<file path="src/design/bhpq_pkg.sv">
// Shared codes for the binary max-heap priority queue.
// No dependencies; imported by the queue's top level.
`timescale 1ns / 1ps

package bhpq_pkg;

    // Item kinds on the input channel.
    localparam logic KIND_INSERT = 1'b0;
    localparam logic KIND_REMOVE = 1'b1;

    // Sequencer state codes.
    localparam logic [2:0] ST_IDLE    = 3'd0;
    localparam logic [2:0] ST_RM_LOAD = 3'd1;
    localparam logic [2:0] ST_DN_CMP  = 3'd2;
    localparam logic [2:0] ST_UP_CMP  = 3'd3;
    localparam logic [2:0] ST_UP_WR   = 3'd4;
    localparam logic [2:0] ST_FINISH  = 3'd5;

endpackage

</file>
<file path="src/design/bhpq_mem.sv">
// Heap slot storage: one write port and two registered read ports.
// No dependencies; instantiated by binary_max_heap_priority_queue.
`timescale 1ns / 1ps

module bhpq_mem #(
    parameter int DEPTH = 16,
    parameter int AW    = 4,
    parameter int DW    = 16
) (
    input  logic          clk,
    input  logic          we,
    input  logic [AW-1:0] waddr,
    input  logic [DW-1:0] wdata,
    input  logic [AW-1:0] raddr_a,
    input  logic [AW-1:0] raddr_b,
    output logic [DW-1:0] rdata_a,
    output logic [DW-1:0] rdata_b
);

    logic [DW-1:0] slots [DEPTH];

    // Write port.
    always_ff @(posedge clk)
    begin
        if (we)
        begin
            slots[waddr] <= wdata;
        end
    end

    // Two registered read ports.
    always_ff @(posedge clk)
    begin
        rdata_a <= slots[raddr_a];
        rdata_b <= slots[raddr_b];
    end

endmodule

</file>
<file path="src/design/binary_max_heap_priority_queue.sv">
// Bounded binary max-heap priority queue of (priority, handle) entries.
// Depends on bhpq_pkg and bhpq_mem.
//
//   Channel  Handshake             Payload
//   input    in_valid / in_stall   kind, prio, handle
//   result   res_valid / res_stall out_valid, out_handle, out_prio, dropped, count
//
// One item is in work at a time. An insert moves up L levels and a remove sifts down L
// levels (about log2 of DEPTH at most). The read of the next level overlaps this level's
// compare and write. Inserts into an empty or full heap and removes from an empty heap
// skip the sift steps. Reset clears the fill count and the handshake state; slot storage
// needs no clearing. A stalled result holds in the output register; the next item is
// taken meanwhile and its result waits in the final state until the register frees.
`timescale 1ns / 1ps

module binary_max_heap_priority_queue
    import bhpq_pkg::*;
#(
    parameter int DEPTH        = 16,
    parameter int PRIO_WIDTH   = 8,
    parameter int HANDLE_WIDTH = 8,
    localparam int CW          = $clog2(DEPTH + 1)
) (
    input  logic                    clk,
    input  logic                    rst_n,
    input  logic                    in_valid,
    output logic                    in_stall,
    input  logic                    kind,
    input  logic [PRIO_WIDTH-1:0]   prio,
    input  logic [HANDLE_WIDTH-1:0] handle,
    output logic                    res_valid,
    input  logic                    res_stall,
    output logic                    out_valid,
    output logic [HANDLE_WIDTH-1:0] out_handle,
    output logic [PRIO_WIDTH-1:0]   out_prio,
    output logic                    dropped,
    output logic [CW-1:0]           count
);

    localparam int AW = $clog2(DEPTH);
    localparam int IW = CW + 1;
    localparam int DW = PRIO_WIDTH + HANDLE_WIDTH;

    // Control registers.
    logic [2:0]    state_reg, state_next;
    logic [CW-1:0] fill_reg, fill_next;
    logic          res_valid_reg, res_valid_next;

    // Working payload registers.
    logic [DW-1:0]           mv_reg, mv_next;
    logic [AW-1:0]           pos_reg, pos_next;
    logic [AW-1:0]           par_reg, par_next;
    logic                    pend_valid_reg, pend_valid_next;
    logic [HANDLE_WIDTH-1:0] pend_handle_reg, pend_handle_next;
    logic [PRIO_WIDTH-1:0]   pend_prio_reg, pend_prio_next;
    logic                    pend_drop_reg, pend_drop_next;
    logic [CW-1:0]           pend_count_reg, pend_count_next;

    // Output payload registers.
    logic                    ovalid_reg, ovalid_next;
    logic [HANDLE_WIDTH-1:0] ohandle_reg, ohandle_next;
    logic [PRIO_WIDTH-1:0]   oprio_reg, oprio_next;
    logic                    odrop_reg, odrop_next;
    logic [CW-1:0]           ocount_reg, ocount_next;

    // Memory ports.
    logic          mem_we;
    logic [AW-1:0] mem_waddr;
    logic [DW-1:0] mem_wdata;
    logic [AW-1:0] mem_raddr_a;
    logic [AW-1:0] mem_raddr_b;
    logic [DW-1:0] mem_rdata_a;
    logic [DW-1:0] mem_rdata_b;

    bhpq_mem #(
        .DEPTH (DEPTH),
        .AW    (AW),
        .DW    (DW)
    ) u_mem (
        .clk     (clk),
        .we      (mem_we),
        .waddr   (mem_waddr),
        .wdata   (mem_wdata),
        .raddr_a (mem_raddr_a),
        .raddr_b (mem_raddr_b),
        .rdata_a (mem_rdata_a),
        .rdata_b (mem_rdata_b)
    );

    // Sift-down compare: children of the hole, the winner, and the winner's children.
    logic [IW-1:0]         fill_w;
    logic [IW-1:0]         lc_w, rc_w;
    logic [PRIO_WIDTH-1:0] mv_prio, l_prio, r_prio, best_prio;
    logic                  l_ok, r_ok;
    logic [AW-1:0]         best_idx;
    logic [DW-1:0]         best_data;
    logic [IW-1:0]         nlc_w, nrc_w;
    logic [AW-1:0]         nlc_addr, nrc_addr;

    always_comb
    begin
        fill_w    = IW'(fill_reg);
        lc_w      = IW'({pos_reg, 1'b1});
        rc_w      = lc_w + IW'(1);
        mv_prio   = mv_reg[DW-1:HANDLE_WIDTH];
        l_prio    = mem_rdata_a[DW-1:HANDLE_WIDTH];
        r_prio    = mem_rdata_b[DW-1:HANDLE_WIDTH];
        l_ok      = (lc_w < fill_w) && (l_prio > mv_prio);
        best_prio = l_ok ? l_prio : mv_prio;
        r_ok      = (rc_w < fill_w) && (r_prio > best_prio);
        if (r_ok)
        begin
            best_idx  = rc_w[AW-1:0];
            best_data = mem_rdata_b;
        end
        else
        begin
            best_idx  = lc_w[AW-1:0];
            best_data = mem_rdata_a;
        end
        nlc_w    = IW'({best_idx, 1'b1});
        nrc_w    = nlc_w + IW'(1);
        nlc_addr = (nlc_w < fill_w) ? nlc_w[AW-1:0] : '0;
        nrc_addr = (nrc_w < fill_w) ? nrc_w[AW-1:0] : '0;
    end

    // Sequencer: item decode, sift steps and result hand-off.
    always_comb
    begin
        state_next       = state_reg;
        fill_next        = fill_reg;
        res_valid_next   = res_valid_reg;
        mv_next          = mv_reg;
        pos_next         = pos_reg;
        par_next         = par_reg;
        pend_valid_next  = pend_valid_reg;
        pend_handle_next = pend_handle_reg;
        pend_prio_next   = pend_prio_reg;
        pend_drop_next   = pend_drop_reg;
        pend_count_next  = pend_count_reg;
        ovalid_next      = ovalid_reg;
        ohandle_next     = ohandle_reg;
        oprio_next       = oprio_reg;
        odrop_next       = odrop_reg;
        ocount_next      = ocount_reg;
        mem_we           = 1'b0;
        mem_waddr        = pos_reg;
        mem_wdata        = mv_reg;
        mem_raddr_a      = '0;
        mem_raddr_b      = '0;

        // A taken result frees the output register.
        if (res_valid_reg && !res_stall)
        begin
            res_valid_next = 1'b0;
        end

        case (state_reg)
            ST_IDLE:
            begin
                if (in_valid)
                begin
                    pend_valid_next  = 1'b0;
                    pend_handle_next = '0;
                    pend_prio_next   = '0;
                    pend_drop_next   = 1'b0;
                    if (kind == KIND_INSERT)
                    begin
                        if (fill_reg == CW'(DEPTH))
                        begin
                            pend_drop_next  = 1'b1;
                            pend_count_next = fill_reg;
                            state_next      = ST_FINISH;
                        end
                        else
                        begin
                            fill_next       = fill_reg + CW'(1);
                            pend_count_next = fill_reg + CW'(1);
                            mv_next         = {prio, handle};
                            pos_next        = fill_reg[AW-1:0];
                            if (fill_reg == '0)
                            begin
                                mem_we     = 1'b1;
                                mem_waddr  = '0;
                                mem_wdata  = {prio, handle};
                                state_next = ST_FINISH;
                            end
                            else
                            begin
                                par_next    = (fill_reg[AW-1:0] - AW'(1)) >> 1;
                                mem_raddr_a = par_next;
                                state_next  = ST_UP_CMP;
                            end
                        end
                    end
                    else
                    begin
                        if (fill_reg == '0)
                        begin
                            pend_count_next = '0;
                            state_next      = ST_FINISH;
                        end
                        else
                        begin
                            mem_raddr_a = '0;
                            mem_raddr_b = AW'(fill_reg - CW'(1));
                            fill_next   = fill_reg - CW'(1);
                            state_next  = ST_RM_LOAD;
                        end
                    end
                end
            end

            // Root is the result; the last entry becomes the hole's occupant.
            ST_RM_LOAD:
            begin
                pend_valid_next  = 1'b1;
                pend_prio_next   = mem_rdata_a[DW-1:HANDLE_WIDTH];
                pend_handle_next = mem_rdata_a[HANDLE_WIDTH-1:0];
                pend_count_next  = fill_reg;
                mv_next          = mem_rdata_b;
                pos_next         = '0;
                if (fill_reg == '0)
                begin
                    state_next = ST_FINISH;
                end
                else
                begin
                    mem_raddr_a = (CW'(1) < fill_reg) ? AW'(1) : '0;
                    mem_raddr_b = (CW'(2) < fill_reg) ? AW'(2) : '0;
                    state_next  = ST_DN_CMP;
                end
            end

            // One level of sift-down: promote the winning child or settle.
            ST_DN_CMP:
            begin
                mem_we    = 1'b1;
                mem_waddr = pos_reg;
                if (l_ok || r_ok)
                begin
                    mem_wdata   = best_data;
                    pos_next    = best_idx;
                    mem_raddr_a = nlc_addr;
                    mem_raddr_b = nrc_addr;
                end
                else
                begin
                    mem_wdata  = mv_reg;
                    state_next = ST_FINISH;
                end
            end

            // One level of sift-up: pull the parent down or settle.
            ST_UP_CMP:
            begin
                mem_we    = 1'b1;
                mem_waddr = pos_reg;
                if (mem_rdata_a[DW-1:HANDLE_WIDTH] < mv_prio)
                begin
                    mem_wdata = mem_rdata_a;
                    pos_next  = par_reg;
                    if (par_reg == '0)
                    begin
                        state_next = ST_UP_WR;
                    end
                    else
                    begin
                        par_next    = (par_reg - AW'(1)) >> 1;
                        mem_raddr_a = par_next;
                    end
                end
                else
                begin
                    mem_wdata  = mv_reg;
                    state_next = ST_FINISH;
                end
            end

            // The new entry reached the root.
            ST_UP_WR:
            begin
                mem_we     = 1'b1;
                mem_waddr  = pos_reg;
                mem_wdata  = mv_reg;
                state_next = ST_FINISH;
            end

            // Move the result into the output register once it is free.
            ST_FINISH:
            begin
                if (!res_valid_reg || !res_stall)
                begin
                    ovalid_next    = pend_valid_reg;
                    ohandle_next   = pend_handle_reg;
                    oprio_next     = pend_prio_reg;
                    odrop_next     = pend_drop_reg;
                    ocount_next    = pend_count_reg;
                    res_valid_next = 1'b1;
                    state_next     = ST_IDLE;
                end
            end

            default:
            begin
                state_next = ST_IDLE;
            end
        endcase
    end

    // Control state with reset.
    always_ff @(posedge clk or negedge rst_n)
    begin
        if (!rst_n)
        begin
            state_reg     <= ST_IDLE;
            fill_reg      <= '0;
            res_valid_reg <= 1'b0;
        end
        else
        begin
            state_reg     <= state_next;
            fill_reg      <= fill_next;
            res_valid_reg <= res_valid_next;
        end
    end

    // Payload registers.
    always_ff @(posedge clk)
    begin
        mv_reg          <= mv_next;
        pos_reg         <= pos_next;
        par_reg         <= par_next;
        pend_valid_reg  <= pend_valid_next;
        pend_handle_reg <= pend_handle_next;
        pend_prio_reg   <= pend_prio_next;
        pend_drop_reg   <= pend_drop_next;
        pend_count_reg  <= pend_count_next;
        ovalid_reg      <= ovalid_next;
        ohandle_reg     <= ohandle_next;
        oprio_reg       <= oprio_next;
        odrop_reg       <= odrop_next;
        ocount_reg      <= ocount_next;
    end

    assign in_stall   = (state_reg != ST_IDLE);
    assign res_valid  = res_valid_reg;
    assign out_valid  = ovalid_reg;
    assign out_handle = ohandle_reg;
    assign out_prio   = oprio_reg;
    assign dropped    = odrop_reg;
    assign count      = ocount_reg;

    // The fill count never exceeds the capacity.
    assert property (@(posedge clk) disable iff (!rst_n) fill_reg <= CW'(DEPTH))
        else $error("fill count above capacity");

    // Every slot write lands inside the region occupied after this cycle.
    assert property (@(posedge clk) disable iff (!rst_n)
        mem_we |-> (CW'(mem_waddr) < fill_next))
        else $error("slot write beyond fill");

    // The sift-down hole always sits on an occupied slot.
    assert property (@(posedge clk) disable iff (!rst_n)
        (state_reg == ST_DN_CMP) |-> (CW'(pos_reg) < fill_reg))
        else $error("sift-down position beyond fill");

    // A dropped insert reports a full heap and returns no entry.
    assert property (@(posedge clk) disable iff (!rst_n)
        (res_valid && dropped) |-> (count == CW'(DEPTH) && !out_valid))
        else $error("dropped result inconsistent");

    // A returned entry leaves at least one free slot.
    assert property (@(posedge clk) disable iff (!rst_n)
        (res_valid && out_valid) |-> (count < CW'(DEPTH)))
        else $error("removal result count inconsistent");

endmodule

</file>
<file path="config.mk">
export PLATFORM = sky130hd
export DESIGN_NAME = binary_max_heap_priority_queue
export DESIGN_NICKNAME = d
export VERILOG_FILES = /design/src/design/bhpq_pkg.sv /design/src/design/bhpq_mem.sv /design/src/design/binary_max_heap_priority_queue.sv
export SDC_FILE = /design/constraint.sdc
export NUM_CORES = 1
export LEC_CHECK = 0
export BUFFER_PORTS_ARGS = -buffer_cell sky130_fd_sc_hd__buf_4
export CORE_MARGIN = 5
export CORE_UTILIZATION = 65
export DETAILED_ROUTE_END_ITERATION = 7
export PLACE_DENSITY = 0.86
export SLEW_MARGIN = 20
export SYNTH_ARGS = -nofsm -noshare
export SYNTH_HDL_FRONTEND = slang
export SYNTH_HIERARCHICAL = 1
export SYNTH_SLANG_ARGS = --single-unit
</file>
<file path="constraint.sdc">
create_clock -name clk -period 16.14 [get_ports clk]
set_clock_uncertainty 0.2 [all_clocks]
set_input_delay 0.807 -clock clk [delete_from_list [all_inputs] [get_ports clk]]
set_output_delay 0.807 -clock clk [all_outputs]
set_load 0.02 [all_outputs]
</file>
==> results.yml <==
status:
  status: "complete, no violations"
synth:
  synth_seq_cells: 366
  synthesis.instances: 1149
  avgSynthCellArea_um2: 15.4
  synth_top_family_by_area: "multiplexers"
  synth_warnings: 6
  yosysUniqueCellTypes: 66
  synth_fp_nets: 1209
  synthXorXnorAreaFrac_pct: 0.446
  ys_async_sr_fraction_pct: 2.46
  yosys_most_used_dff: "edfxtp_1"
  synth_top_area_share_pct: 55.2
  synth_area_leaders: "edfxtp_1 (55%), mux4_2 (13%), dfxtp_1 (3.6%), mux4_1 (3.1%), a22oi_1 (2.8%)"
  synth_fa_ha_area_share_pct: 2.76
  seq_area_frac_synth_pct: 60.1
  synth.area.mux_share_pct: 17.3
  post-synth-top-area-cell: "edfxtp_1"
  syn-cell-area_mm2: 0.0177
  synth_compound_area_share_pct: 9.79
  synth_simple_gate_area_share_pct: 6.06
  synth_edf_count: 325
detailed_routing:
  wl_per_cell_um: 30.5
  drt_iter0_drc: 2127
  ant_nets: 0
  drc_errors: 0
  vias: 11800
  vias_per_cell: 7.56
  wl_um: 47700
  drt_pass1_iterations: 7
floorplan:
  rows: 60
  initial_core_util_pct: 65.8
  io_pins: 46
  die_w_um: 175
  die_area_mm2: 0.0306
  die_y_um: 175
  core_area_mm2: 0.0269
cts:
  cts_resized: 0
  h-tree-depth: 2
  clockBufferDepth: 3
  path_clk_slew_ps: 60
  cts_buffers: 37
  root_buffer: "clkbuf_16"
  insertion_delay_ps: 540
  cts_tree: "done"
  clock_sinks: 366
global_route:
  gr-total-overflow: 0
  grt_usage_pct: 31.2
  grt_max_degree: 65
  grt_first_pass_wirelength_um: 72100
  antenna_found_initial: 0
  grt_pass1_vias: 11800
place:
  hpwl_um: 28600
  io_buffers: 45
  place_congestion: 0.954
critical_path:
  cp.arrival_ps: 8810
  critPathMaxStageDelay_ps: 840
  cp-start-kind: "register"
  worstSetupPathType: "reg2reg"
  reg2reg_to: "u_mem/rdata_a[0]"
  r2r_cells: 24
  r2r_slack_ps: 7520
  critical_path.cell_chain: "inv_1 -> ha_1 -> a21oi_1 -> o21ai_0 -> a211oi_1 -> o21a_1 -> mux2i_1 -> ha_1 -> a41o_1 -> a21oi_1 -> a21o_1 -> clkinv_1 -> mux2i_1 -> inv_1 -> ha_1 -> o21a_1 -> o21ai_0 -> nand2b_1 -> a211oi_1 -> or4_4 -> buf_4 -> mux4_4 -> a22oi_1 -> nand2_1"
  crit_required_ps: 16330
  worstSetupEndpointType: "register"
  cp_slowest_cell: "buf_4"
  reg2reg_from: "fill_reg[3]"
  path_common_cell: "ha_1"
  path_max_fanout: 50
job:
  drv_cap: 0
timing:
  drv_slew: 0
  post-route-min-period_ps: 8620
  max-slew-margin-rel_pct: 25.5
  rsz0062_at_grt: "no"
  worst_pin_slew_ps: 1120
  period_share_pct: 53.4
  setup_tns_ps: 0
  max_freq_ghz: 0.116
  hold_viol: 0
  setup_violations: 0
pwr:
  p_leak_uw: 0.00682
  irDropWorstVdd_mv: 0.138
  power_density_mw_per_mm2: 248
  power_uw: 4890
layout:
  final.fill_count: 1531
  largest_reg_flops: 256
  layout_common_cells: "edfxtp_1 (325), nand2_1 (105), mux4_2 (104)"
  antennaDiodeCount: 0
  nets: 1256
  area_growth_pct: 11.5
  final_common_cell: "edfxtp_1"
  drive_gt1_share_pct: 23.7
  regMostFlops: "u_mem/slots"
hold_path:
  hold_class: "reg2reg"
  holdPathStages: 0
  min_from: "pend_handle_reg[4]"
  holdPathEnd: "out_handle[4]"
-- power breakdown --
part           switching [µW]  internal [µW]
clock                     360            530
sequential                159           1540
combinational            1440            870
-- final cells by class --
| class | instances | area [µm²] | share of cell area (%) |
|---|---|---|---|
| timing repair buffer | 84 | 628 | 3.19 |
| sequential | 366 | 10600 | 53.9 |
| inverter | 48 | 180 | 0.914 |
| multi-input combinational | 659 | 6590 | 33.4 |
| clock inverter | 16 | 196 | 0.996 |
| clock buffer | 51 | 1070 | 5.42 |
| tap | 341 | 427 | 2.16 |
-- cell families (layout without fill, tap and decap cells) --
kind of cell,after synthesis,after routing
buffers and inverters,124,199
and+or+nand+nor,228,228
muxes,138,138
DFF,366,366
xor gates and xnor gates,9,9
AOI/OAI and AO/OA,245,245
adders and majority gates,39,39
-- synth_stat cells (10+ instances only) --
master,n
nor3_1,14
o211ai_1,16
mux4_2,104
o21ai_0,37
buf_2,14
nor2_1,51
clkbuf_1,30
inv_1,46
edfxtp_1,325
buf_4,10
a21oi_1,40
dfxtp_1,32
buf_6,10
nand2_1,105
ha_1,39
o22ai_1,13
mux4_1,21
a22oi_1,66
nor2b_1,16
mux2i_1,10
-- worst max-delay path: cells and delay by family (launching register included) --
| kind | cells | cell delay (ps) |
|---|---|---|
| buffers and inverters | 4 | 1360 |
| DFF | 1 | 500 |
| muxes | 3 | 1430 |
| adders and majority gates | 3 | 930 |
| and+or+nand+nor | 3 | 700 |
| AOI/OAI and AO/OA | 11 | 3340 |
-- how the worst max path moves through the flow --
stage	startpoint	to	slack [ps]	cells after the start
after floorplan	fill_reg[3]	u_mem/rdata_b[13]	9980	29
after global placement	fill_reg[3]	u_mem/rdata_a[1]	8200	24
after detailed placement	fill_reg[3]	u_mem/rdata_a[0]	7810	24
after CTS	fill_reg[3]	u_mem/rdata_a[0]	7660	24
after global routing	fill_reg[3]	u_mem/rdata_a[0]	6900	24
final	fill_reg[3]	u_mem/rdata_a[0]	7520	24
-- routing by layer --
metal  vias to the layer above  wire length (µm)  global-route usage [%]
met2                      1056             22700                    50.2
li1                       4747                 -                       -
met5                         -                 0                       0
met3                       234              5980                    5.71
met4                         0              2790                    15.0
met1                      5796             16300                    41.9
-- per-stage QoR --
step / hold WS [ps] / util, % / std cells / instance area (µm²) / setup WS [ps]
6_report: 216 / 73.4 / 1565 / 19700 / 7520
5_1_grt: 226 / 73.4 / 1565 / 19700 / 6900
2_1_floorplan: 200 / - / 1149 / 17700 / 9980
3_5_place_dp: 205 / 68.3 / 1492 / 18400 / 7810
4_1_cts: 219 / 73.1 / 1560 / 19600 / 7660
3_3_place_gp: 201 / 68.3 / 1491 / 18400 / 8200
-- repair_timing --
action | 4_1_cts | 5_1_grt
setup buffers | 0 | 0
hold endpoints to repair | 9 | 0
hold buffers | 1 | 0
(Power assumes the default switching activity.)
